$ cat config.mk
export PLATFORM = sky130hd
export DESIGN_NAME = key_frequency_minmax_table_unit
export DESIGN_NICKNAME = d
export VERILOG_FILES = /design/src/hw/rtl/kfmt_pkg.sv /design/src/hw/rtl/key_frequency_minmax_table_unit.sv
export SDC_FILE = /design/constraint.sdc
export NUM_CORES = 2
export LEC_CHECK = 0
export BUFFER_PORTS_ARGS = -buffer_cell sky130_fd_sc_hd__buf_2
export CORE_MARGIN = 8
export CORE_UTILIZATION = 35
export CTS_BUF_LIST = sky130_fd_sc_hd__clkbuf_2 sky130_fd_sc_hd__clkbuf_4 sky130_fd_sc_hd__clkbuf_8
export DETAILED_ROUTE_END_ITERATION = 10
export GPL_TIMING_DRIVEN = 0
export PLACE_DENSITY = 0.6
export SYNTH_ARGS = -nofsm -noshare
export SYNTH_HDL_FRONTEND = slang
export SYNTH_SLANG_ARGS = --single-unit
$ cat constraint.sdc
create_clock -name clk_i -period 6.9 [get_ports clk_i]
set_input_delay 1.38 -clock clk_i [delete_from_list [all_inputs] [get_ports clk_i]]
set_output_delay 1.38 -clock clk_i [all_outputs]
set_load 0.02 [all_outputs]
$ cat src/hw/rtl/kfmt_pkg.sv
// Shared types and codes for the key frequency min/max table unit.
// Has no dependencies; the top level imports it.
`default_nettype none

package kfmt_pkg;

  typedef enum logic {
    ACT_INC = 1'b0,
    ACT_DEC = 1'b1
  } kfmt_action_e;

  typedef enum logic [1:0] {
    ST_OK     = 2'd0,
    ST_FULL   = 2'd1,
    ST_ABSENT = 2'd2,
    ST_SAT    = 2'd3
  } kfmt_status_e;

endpackage

`default_nettype wire

$ cat src/hw/rtl/key_frequency_minmax_table_unit.sv
// Top level of the key frequency min/max table unit: slot memories, search and
// min/max scan sequencer, and the output register. Depends on kfmt_pkg.
//
// Usage: each transfer on the slave stream carries one key in tdata and the
// action (0 increment, 1 decrement) in tuser. For each input transfer exactly
// one result transfer leaves on the master stream, carrying the key's new
// count, the keys with the highest and lowest counts (lowest slot wins ties),
// an empty flag and a status code.
// Each item takes two sequential passes over the slot memories, one read per
// cycle through their single read port: one pass to find the key and the first
// free slot, one to find the highest and lowest counts. One item is in work at
// a time; the next item may be taken while the previous result still waits in
// the output register.
// After reset a clearing pass writes a zero count into every slot with the
// input not ready during the pass; a zero count marks a free slot.
// When the receiver stalls, the finished result holds in the output register
// and the sequencer waits before delivering the next.
`default_nettype none

module key_frequency_minmax_table_unit #(
  parameter int ENTRIES    = 64,
  parameter int KEY_BITS   = 32,
  parameter int COUNT_BITS = 16
) (
  input  wire                                           clk_i,
  input  wire                                           rst_ni,
  input  wire                                           s_axis_tvalid,
  output logic                                          s_axis_tready,
  // Fields from bit 0: key.
  input  wire  [((KEY_BITS + 7) / 8) * 8 - 1:0]         s_axis_tdata,
  // Fields from bit 0: action.
  input  wire                                           s_axis_tuser,
  output logic                                          m_axis_tvalid,
  input  wire                                           m_axis_tready,
  // Fields from bit 0: key_count, max_key, min_key, is_empty, status.
  output logic [((COUNT_BITS + 2 * KEY_BITS + 10) / 8) * 8 - 1:0] m_axis_tdata
);
  import kfmt_pkg::*;

  localparam int IDXW     = $clog2(ENTRIES);
  localparam int OUT_BITS = COUNT_BITS + 2 * KEY_BITS + 3;
  localparam int OUT_W    = ((COUNT_BITS + 2 * KEY_BITS + 10) / 8) * 8;
  localparam logic [IDXW:0]         IdxEnd  = (IDXW + 1)'(ENTRIES);
  localparam logic [IDXW:0]         IdxLast = (IDXW + 1)'(ENTRIES - 1);
  localparam logic [COUNT_BITS-1:0] CntMax  = '1;
  localparam logic [COUNT_BITS-1:0] CntOne  = COUNT_BITS'(1);

  typedef enum logic [2:0] {
    S_CLEAR,
    S_IDLE,
    S_FIND,
    S_RDCNT,
    S_MODIFY,
    S_SCAN,
    S_DONE
  } state_e;

  state_e state_q;

  logic [KEY_BITS-1:0]   key_mem [ENTRIES];
  logic [COUNT_BITS-1:0] cnt_mem [ENTRIES];
  logic [KEY_BITS-1:0]   key_rd_q;
  logic [COUNT_BITS-1:0] cnt_rd_q;
  logic [IDXW-1:0]       rd_addr;
  logic                  key_we, cnt_we;
  logic [IDXW-1:0]       wr_addr;
  logic [COUNT_BITS-1:0] cnt_wdata;

  logic [IDXW:0]         idx_q;
  logic                  pend_q;
  logic [IDXW-1:0]       pidx_q;
  logic [KEY_BITS-1:0]   key_q;
  kfmt_action_e          act_q;
  logic                  found_q, free_found_q;
  logic [IDXW-1:0]       slot_q, free_q;
  logic [COUNT_BITS-1:0] count_q;
  kfmt_status_e          status_q;
  logic                  any_q;
  logic [COUNT_BITS-1:0] hi_cnt_q, lo_cnt_q;
  logic [KEY_BITS-1:0]   hi_key_q, lo_key_q;
  logic                  out_valid_q;
  logic [OUT_W-1:0]      out_q;

  logic                  pend_valid;
  logic                  in_xfer;

  assign in_xfer       = s_axis_tvalid && s_axis_tready;
  assign s_axis_tready = (state_q == S_IDLE);
  assign m_axis_tvalid = out_valid_q;
  assign m_axis_tdata  = out_q;
  assign pend_valid    = pend_q && (cnt_rd_q != '0);
  assign rd_addr       = (state_q == S_RDCNT) ? slot_q : idx_q[IDXW-1:0];

  // Write side of the clearing pass and of the modify step.
  always_comb begin
    key_we    = 1'b0;
    cnt_we    = 1'b0;
    wr_addr   = slot_q;
    cnt_wdata = cnt_rd_q;
    if (state_q == S_CLEAR) begin
      cnt_we    = 1'b1;
      wr_addr   = idx_q[IDXW-1:0];
      cnt_wdata = '0;
    end else if (state_q == S_MODIFY) begin
      if (act_q == ACT_INC) begin
        if (found_q) begin
          cnt_we    = (cnt_rd_q != CntMax);
          cnt_wdata = cnt_rd_q + CntOne;
        end else if (free_found_q) begin
          key_we    = 1'b1;
          cnt_we    = 1'b1;
          wr_addr   = free_q;
          cnt_wdata = CntOne;
        end
      end else if (found_q) begin
        cnt_we    = 1'b1;
        cnt_wdata = (cnt_rd_q <= CntOne) ? '0 : cnt_rd_q - CntOne;
      end
    end
  end

  always_ff @(posedge clk_i) begin
    if (key_we) begin
      key_mem[wr_addr] <= key_q;
    end
    key_rd_q <= key_mem[rd_addr];
  end

  always_ff @(posedge clk_i) begin
    if (cnt_we) begin
      cnt_mem[wr_addr] <= cnt_wdata;
    end
    cnt_rd_q <= cnt_mem[rd_addr];
  end

  always_ff @(posedge clk_i or negedge rst_ni) begin
    if (!rst_ni) begin
      state_q      <= S_CLEAR;
      idx_q        <= '0;
      pend_q       <= 1'b0;
      pidx_q       <= '0;
      key_q        <= '0;
      act_q        <= ACT_INC;
      found_q      <= 1'b0;
      free_found_q <= 1'b0;
      slot_q       <= '0;
      free_q       <= '0;
      count_q      <= '0;
      status_q     <= ST_OK;
      any_q        <= 1'b0;
      hi_cnt_q     <= '0;
      lo_cnt_q     <= '0;
      hi_key_q     <= '0;
      lo_key_q     <= '0;
      out_valid_q  <= 1'b0;
      out_q        <= '0;
    end else begin
      if (out_valid_q && m_axis_tready && state_q != S_DONE) begin
        out_valid_q <= 1'b0;
      end
      unique case (state_q)
        S_CLEAR: begin
          if (idx_q == IdxLast) begin
            idx_q   <= '0;
            state_q <= S_IDLE;
          end else begin
            idx_q <= idx_q + 1'b1;
          end
        end
        S_IDLE: begin
          if (in_xfer) begin
            key_q        <= s_axis_tdata[KEY_BITS-1:0];
            act_q        <= kfmt_action_e'(s_axis_tuser);
            idx_q        <= '0;
            pend_q       <= 1'b0;
            found_q      <= 1'b0;
            free_found_q <= 1'b0;
            state_q      <= S_FIND;
          end
        end
        S_FIND: begin
          if (pend_q) begin
            if (pend_valid && key_rd_q == key_q && !found_q) begin
              found_q <= 1'b1;
              slot_q  <= pidx_q;
            end
            if (!pend_valid && !free_found_q) begin
              free_found_q <= 1'b1;
              free_q       <= pidx_q;
            end
          end
          if (idx_q == IdxEnd) begin
            pend_q  <= 1'b0;
            state_q <= S_RDCNT;
          end else begin
            pend_q <= 1'b1;
            pidx_q <= idx_q[IDXW-1:0];
            idx_q  <= idx_q + 1'b1;
          end
        end
        S_RDCNT: begin
          state_q <= S_MODIFY;
        end
        S_MODIFY: begin
          count_q  <= '0;
          status_q <= ST_OK;
          if (act_q == ACT_INC) begin
            if (found_q) begin
              if (cnt_rd_q == CntMax) begin
                count_q  <= CntMax;
                status_q <= ST_SAT;
              end else begin
                count_q <= cnt_rd_q + CntOne;
              end
            end else if (free_found_q) begin
              count_q <= CntOne;
            end else begin
              status_q <= ST_FULL;
            end
          end else begin
            if (!found_q) begin
              status_q <= ST_ABSENT;
            end else if (cnt_rd_q > CntOne) begin
              count_q <= cnt_rd_q - CntOne;
            end
          end
          idx_q   <= '0;
          pend_q  <= 1'b0;
          any_q   <= 1'b0;
          state_q <= S_SCAN;
        end
        S_SCAN: begin
          if (pend_valid) begin
            any_q <= 1'b1;
            if (!any_q || cnt_rd_q > hi_cnt_q) begin
              hi_cnt_q <= cnt_rd_q;
              hi_key_q <= key_rd_q;
            end
            if (!any_q || cnt_rd_q < lo_cnt_q) begin
              lo_cnt_q <= cnt_rd_q;
              lo_key_q <= key_rd_q;
            end
          end
          if (idx_q == IdxEnd) begin
            pend_q  <= 1'b0;
            state_q <= S_DONE;
          end else begin
            pend_q <= 1'b1;
            pidx_q <= idx_q[IDXW-1:0];
            idx_q  <= idx_q + 1'b1;
          end
        end
        S_DONE: begin
          if (!out_valid_q || m_axis_tready) begin
            out_valid_q <= 1'b1;
            out_q <= OUT_W'({status_q, !any_q,
                             any_q ? lo_key_q : {KEY_BITS{1'b0}},
                             any_q ? hi_key_q : {KEY_BITS{1'b0}},
                             count_q});
            state_q <= S_IDLE;
          end
        end
        default: begin
          state_q <= S_IDLE;
        end
      endcase
    end
  end

  localparam int ST_LSB = OUT_BITS - 2;
  localparam int EM_BIT = OUT_BITS - 3;

  a_accept_starts_work: assert property (@(posedge clk_i) disable iff (!rst_ni)
    s_axis_tvalid && s_axis_tready |=> !s_axis_tready)
    else $error("input accepted while an item is in work");

  a_full_zero_count: assert property (@(posedge clk_i) disable iff (!rst_ni)
    m_axis_tvalid && m_axis_tdata[ST_LSB+1:ST_LSB] == ST_FULL
      |-> m_axis_tdata[COUNT_BITS-1:0] == '0)
    else $error("full status with a nonzero count");

  a_empty_zero_keys: assert property (@(posedge clk_i) disable iff (!rst_ni)
    m_axis_tvalid && m_axis_tdata[EM_BIT]
      |-> m_axis_tdata[EM_BIT-1:COUNT_BITS] == '0)
    else $error("empty table reports a key");

  a_sat_max_count: assert property (@(posedge clk_i) disable iff (!rst_ni)
    m_axis_tvalid && m_axis_tdata[ST_LSB+1:ST_LSB] == ST_SAT
      |-> m_axis_tdata[COUNT_BITS-1:0] == CntMax)
    else $error("saturated status without the largest count");

endmodule

`default_nettype wire
# --- Word-level counts from Yosys, hierarchy flattened ---
# Memories as Yosys holds them, arrays and structs flattened. A register that Yosys moved wholly into a read port is not among the register bits.
# Index checks and enable logic that the tools add are counted.
op_classes:
  add_sub_neg: 3
  magnitude_cmp: 4
  eq_ne: 22
  mux: 64
  bitwise: 1
  n_reduce_logical: 35
ops:
  columns: ["cell", "count"]
  rows:
  - ["$mux 16", 12]
  - ["$mux 32", 2]
  - ["$mux 6", 6]
  - ["$eq 32x32->1", 1]
  - ["$pmux 7 s4", 1]
  - ["$mux 1", 26]
  - ["$mux 7", 3]
  - ["$pmux 3 s7", 1]
  - ["$add 16x1->16 const B", 1]
  - ["$eq 16x16->1 const B", 1]
  - ["$gt 16x1->1 const B", 1]
  - ["$gt 16x16->1", 1]
  - ["$le 16x1->1 const B", 1]
  - ["$lt 16x16->1", 1]
  - ["$ne 16x16->1 const B", 1]
  - ["$ne 2x2->1 const B", 8]
  - ["$reduce_bool 16->1", 1]
  - ["$sub 16x1->16 const B", 1]
  - ["$mux 3", 5]
  - ["$reduce_and 3->1", 5]
  - ["$reduce_and 2->1", 5]
  - ["$eq 3x3->1 const B", 3]
  - ["$mux 2", 4]
  - ["$reduce_and 4->1", 2]
  - ["other kinds (19)", 36]
totals:
  register_bits: 263
  ramBits: 3072
  in_bits: 37
  output_inout_bits: 90
  wordCells: 150
  mem_count: 2
mem_list:
  columns: ["memory", "words", "width", "rd", "rd_clocked_by_memory_dff", "wr", "line", "rtl"]
  rows:
  - ["key_mem", 64, 32, 1, 1, 1, "key_frequency_minmax_table_unit.sv:60", "logic [KEY_BITS-1:0] key_mem [ENTRIES];"]
  - ["cnt_mem", 64, 16, 1, 1, 1, "key_frequency_minmax_table_unit.sv:61", "logic [COUNT_BITS-1:0] cnt_mem [ENTRIES];"]

# --- Depth between registers and ports, before layout ---
depth:
  depth_word: 7
  mapped_depth: 12

# --- Worst setup path before layout ---
# OpenSTA, ideal clock, no wires.
synth_timing:
  kind: "register to register"
  start: "reg cnt_rd_q[0] (read register of cnt_mem)"
  end: "mem cnt_mem[0][6] (data pin)"
  t_arrival_ns: 5.471
  required_ns: 5.994
  setup_slack_ns: 0.523
  stages_incl_launch_ff: 11
  n_path_buf: 3
  cell_sequence: "dfxtp_1 > clkbuf_1 > inv_1 > ha_1 > or2_2 > and3_1 > buf_2 > buf_2 > nor2_1 > nor2_1 > o41ai_1"
synth_between:
  elab_chain_cells: 6
  elab_cells_between_ends: 9
synth_lines:
  columns: ["item", "line", "rtl"]
  rows:
  - ["from (decl)", "key_frequency_minmax_table_unit.sv:63", "logic [COUNT_BITS-1:0] cnt_rd_q;"]
  - ["$sub 16x1->16 / $le 16x1->1 (equally long branches)", "key_frequency_minmax_table_unit.sv:117", "cnt_wdata = (cnt_rd_q <= CntOne) ? '0 : cnt_rd_q - CntOne;"]
  - ["$mux 16", "key_frequency_minmax_table_unit.sv:117", null]
  - ["$mux 16", "key_frequency_minmax_table_unit.sv:115", "end else if (found_q) begin"]
  - ["$mux 16 (*)", "key_frequency_minmax_table_unit.sv:105", "if (act_q == ACT_INC) begin"]
  - ["$mux 16 (*)", "key_frequency_minmax_table_unit.sv:104", "end else if (state_q == S_MODIFY) begin"]
  - ["$mux 16 (*)", "key_frequency_minmax_table_unit.sv:100", "if (state_q == S_CLEAR) begin"]
  - ["net cnt_wdata[6]", "key_frequency_minmax_table_unit.sv:67", "logic [COUNT_BITS-1:0] cnt_wdata;"]
  - ["to (decl)", "key_frequency_minmax_table_unit.sv:61", null]
# The timed path passes the listed nets; every way through them passes the cells marked *.

# --- Final worst setup path ---
layout_timing:
  start: "reg state_q[2]"
  end: "reg key_rd_q[15] (read register of key_mem)"
layout_between:
  elab_chain_cells: 2
layout_lines:
  columns: ["item", "line", "rtl"]
  rows:
  - ["from (decl)", "key_frequency_minmax_table_unit.sv:58", "state_e state_q;"]
  - ["from (signal assigned)", "key_frequency_minmax_table_unit.sv:138", "state_q <= S_CLEAR;"]
  - ["from (signal assigned)", "key_frequency_minmax_table_unit.sv:165", "state_q <= S_IDLE;"]
  - ["from (signal assigned)", "key_frequency_minmax_table_unit.sv:178", "state_q <= S_FIND;"]
  - ["$eq 3x2->1", "key_frequency_minmax_table_unit.sv:92", "assign rd_addr = (state_q == S_RDCNT) ? slot_q : idx_q[IDXW-1:0];"]
  - ["$mux 6", "key_frequency_minmax_table_unit.sv:92", null]
  - ["to (decl)", "key_frequency_minmax_table_unit.sv:62", "logic [KEY_BITS-1:0] key_rd_q;"]
# No other way between the ends.
# A chain may end at the register's enable or synchronous reset.

==> flow_summary.json <==
{
  "outcome": "complete, but fails checks",
  "failed_checks": "capacitance limit, slew limit",
  "final_core_util_pct": 41.1,
  "synth-seq-area-share_pct": 74.8,
  "global_route_wire_length_before_repair_um": 674000,
  "worst_path_largest_cell_delay_ps": 1220,
  "timing.critical_path.fanout_max": 10,
  "core_mm2": 0.379,
  "tritoncts": "yes",
  "syn-instance-count": 10600,
  "postCtsSetupBuffers": 0,
  "dr_total_vias": 95300,
  "crit_chain": "nand3b_1 > buf_2 > buf_2 > o31ai_1 > clkbuf_1 > buf_1 > nand3_1 > nand4_1 > or3_1",
  "holdWs_ps": 231,
  "cp-end-kind": "flip-flop",
  "synth_edf_count": 3072,
  "clkSinkCount": 3383,
  "antenna_found_initial": 49,
  "finalWirelength_um": 493000,
  "dr.first_iter.drc_count": 15600,
  "floorplan.initialDensity_pct": 35.2,
  "floorplan.io_pins": 127,
  "first_global_vias": 87400,
  "leading_register_cell_type_out_of_synthesis": "sky130_fd_sc_hd__edfxtp_1",
  "total_power_mw": 39.2,
  "io_buffers": 121,
  "synth.lib_cells_used.distinct": 79,
  "synth-seq-cells": 3383,
  "worst_max_slew_margin_expressed_relative_to_the_limit_pct": -10.3,
  "numPlacedInstances": 16000,
  "resized_gates_after_cts": 0,
  "cts-root-to-sink-buffers": 4,
  "fin_crit_sh_pct": 79.7,
  "die_y_um": 634,
  "cellLeakagePower_nw": 49.8,
  "critical-path-top-delay-family": "buffers and inverters",
  "routabilityCongestion": 0.924,
  "vdd_drop_max_mv": 0.171,
  "critical-path-top-cell-by-count": "sky130_fd_sc_hd__buf_2",
  "finalSetupViolations": 0,
  "detailedPlacementHpwl_um": 339000,
  "clk_transition_reported_paths_ps": 60,
  "timing.max_cap.violations": 6,
  "layout.nets": 11600,
  "finalWorstPathRequiredPeriod_ps": 5500,
  "final-max-slew-violation-count": 47,
  "final-instance-count-excl-fill": 17000,
  "first_pass_iters": 9,
  "groute.usage.overall_pct": 23.6,
  "ctsHtreeMaxLevel": 6,
  "ctsRootBufferMaster": "sky130_fd_sc_hd__clkbuf_8",
  "max_freq_ghz": 0.182,
  "num_rows": 226,
  "cell_with_the_biggest_individual_delay_on_the_critical_path": "sky130_fd_sc_hd__o31ai_1",
  "transition_time_of_the_tightest_slew_check_pin_ps": 1650,
  "cp-start-kind": "flip-flop",
  "synth_warnings": 0,
  "setup_slack_ps": 1400,
  "numCtsBuffers": 546,
  "post_route_antenna_net_violation_count": 0,
  "grt_max_degree": 119,
  "mappedNetlistArea_mm2": 0.133,
  "launch_point_of_the_worst_path": "state_q[2]",
  "worst_clock_skew_ps": 70.7,
  "ratio_of_cells_with_drive_above_1_in_the_final_layout_pct": 12.7,
  "clock_insertion_delay_worst_skew_ps": 1130,
  "route.detailed.vias_per_inst": 5.62,
  "cp.buffers_inverters": 4,
  "worst-endpoint-required_ps": 7930,
  "globalRoute.totalOverflow": 0,
  "die_area_mm2": 0.401,
  "finalHoldViolCount": 0,
  "fraction_of_registers_with_async_set_reset_pct": 7.77,
  "most_used_cells_in_the_layout_excluding_fill_and_tap_cells": "3416 x sky130_fd_sc_hd__nand2_1, 3072 x sky130_fd_sc_hd__edfxtp_1, 1812 x sky130_fd_sc_hd__nand3_1, 576 x sky130_fd_sc_hd__clkbuf_8, 543 x sky130_fd_sc_hd__clkbuf_1",
  "rsz0062_at_grt": "no",
  "critical_path.reg2reg.startpoint": "state_q[2]",
  "mostFrequentLayoutCell": "sky130_fd_sc_hd__nand2_1",
  "min-delay-path-class": "input pin to async pin",
  "holdBufCountCts": 0,
  "post-route-drc-count": 0,
  "pre_cts_ws_ps": 1550,
  "post_drt_wl_per_cell_um": 29.0,
  "startpoint_to_endpoint_class_of_the_critical_path": "flip-flop to flip-flop",
  "p_per_area_mw_per_mm2": 252,
  "avgSynthCellArea_um2": 12.6,
  "areaGrowthSynthToFinish_pct": 16.7,
  "cp.arrival_ps": 6540,
  "die_width_um": 634
}
[sequential cells by signal, indices dropped and copies added, names as in the netlist, 7 cells and up]
register / flops
key_rd_q: 32
lo_cnt_q: 16
cnt_rd_q: 16
idx_q: 7
m_axis_tdata: 83
hi_cnt_q: 16
count_q: 16
key_q: 32
cnt_mem: 1024
hi_key_q: 32
lo_key_q: 32
key_mem: 2048
[worst register-to-register path, cell delays in order, from the launching register on]
cell and delay [ps]:
sky130_fd_sc_hd__dfrtp_1 440, sky130_fd_sc_hd__nand3b_1 370, sky130_fd_sc_hd__buf_2 300, sky130_fd_sc_hd__buf_2 220, sky130_fd_sc_hd__o31ai_1 1220, sky130_fd_sc_hd__clkbuf_1 910
sky130_fd_sc_hd__buf_1 1020, sky130_fd_sc_hd__nand3_1 310, sky130_fd_sc_hd__nand4_1 430, sky130_fd_sc_hd__or3_1 260
[report_power, final]
group / switching [mW] / internal, mW / leakage, nW
Clock: 8.12 / 8.99 / 5.52
Combinational: 0.0492 / 0.0138 / 21.1
Sequential: 0.0000000000000000115 / 22.0 / 23.2
[logic make-up (layout without fill, tap and decap cells)]
logic type      Yosys count  count (layout)  share of synthesized area, %
compound gates          399             399                          1.93
xor+xnor                 62              62                         0.407
fa+ha+maj                37              37                         0.347
buf+inv                 718            1982                          2.14
flops                  3383            3383                          74.8
mux                     130             130                          1.12
other cells               1              61                       0.00281
simple gates           5903            5903                          19.3
[per-stage QoR]
step,cell area (um2),TNS (ps)
finish,156000,0
global route,156000,0
CTS,156000,0
detailed placement,145000,0
global placement,140000,-2348190
floorplan,133000,0
[path summary, 6_finish.rpt]
kind | slack [ps] | endpoint | cells past startpoint
setup / recovery | 1400 | key_rd_q[15] | 9
hold / removal | 230 | m_axis_tdata[14] | 1
setup reg to reg | 1400 | key_rd_q[15] | 9
hold reg to reg | 460 | m_axis_tdata[17] | 2
max in group asynchronous | 5110 | key_q[4] | 3
min in group clk_i | 460 | m_axis_tdata[17] | 2
[synth_stat cells (5+ instances only)]
library cell / number / area share (%)
sky130_fd_sc_hd__nand2_1: 3417 / 9.6
sky130_fd_sc_hd__edfxtp_1: 3072 / 69
sky130_fd_sc_hd__nand3_1: 1813 / 6.8
sky130_fd_sc_hd__clkbuf_1: 550 / 1.5
sky130_fd_sc_hd__nand4_1: 341 / 1.6
sky130_fd_sc_hd__dfrtp_1: 263 / 4.9
sky130_fd_sc_hd__a31oi_1: 205 / 0.96
sky130_fd_sc_hd__nor2_1: 181 / 0.51
sky130_fd_sc_hd__mux2_2: 57 / 0.48
sky130_fd_sc_hd__buf_2: 55 / 0.21
sky130_fd_sc_hd__buf_1: 52 / 0.15
sky130_fd_sc_hd__o21ai_0: 50 / 0.19
sky130_fd_sc_hd__dfxtp_1: 48 / 0.72
sky130_fd_sc_hd__inv_1: 45 / 0.13
sky130_fd_sc_hd__or3_1: 44 / 0.21
sky130_fd_sc_hd__a21oi_1: 43 / 0.16
sky130_fd_sc_hd__xor2_1: 39 / 0.26
sky130_fd_sc_hd__ha_1: 37 / 0.35
sky130_fd_sc_hd__mux2_1: 32 / 0.27
sky130_fd_sc_hd__mux2i_1: 31 / 0.23
sky130_fd_sc_hd__xnor2_1: 23 / 0.15
sky130_fd_sc_hd__a21o_1: 22 / 0.12
sky130_fd_sc_hd__and3_1: 15 / 0.070
sky130_fd_sc_hd__nor3_1: 15 / 0.056
sky130_fd_sc_hd__nor2b_1: 12 / 0.056
sky130_fd_sc_hd__a22o_1: 11 / 0.072
sky130_fd_sc_hd__nand2b_1: 11 / 0.052
sky130_fd_sc_hd__nor4_1: 10 / 0.047
sky130_fd_sc_hd__buf_4: 9 / 0.051
sky130_fd_sc_hd__or4_1: 9 / 0.051
sky130_fd_sc_hd__o21ai_1: 8 / 0.030
sky130_fd_sc_hd__buf_6: 6 / 0.051
sky130_fd_sc_hd__mux2_4: 6 / 0.067
sky130_fd_sc_hd__o21a_1: 6 / 0.034
sky130_fd_sc_hd__o31ai_1: 6 / 0.034
sky130_fd_sc_hd__a22oi_1: 5 / 0.028
sky130_fd_sc_hd__a32o_1: 5 / 0.037
sky130_fd_sc_hd__a32oi_1: 5 / 0.033
[final cells by class]
class | count | area [um2]
tap | 5016 | 6280
buffer | 673 | 2690
clock inverter | 177 | 1050
clock buffer | 773 | 9410
sequential | 3383 | 99800
antenna | 56 | 140
timing repair buffer | 314 | 4390
fill | 35200 | 223000
multi-input combinational | 6536 | 31700
inverter | 45 | 169
[layer usage]
layer	vias up	global-route usage, %	wire length, um
met4	20	12.8	30700
met2	6972	34.5	209000
met1	47000	32.0	187000
met5	-	0.299	133
met3	1124	6.04	65800
li1	40200	-	-
(Power assumes the default switching activity.)
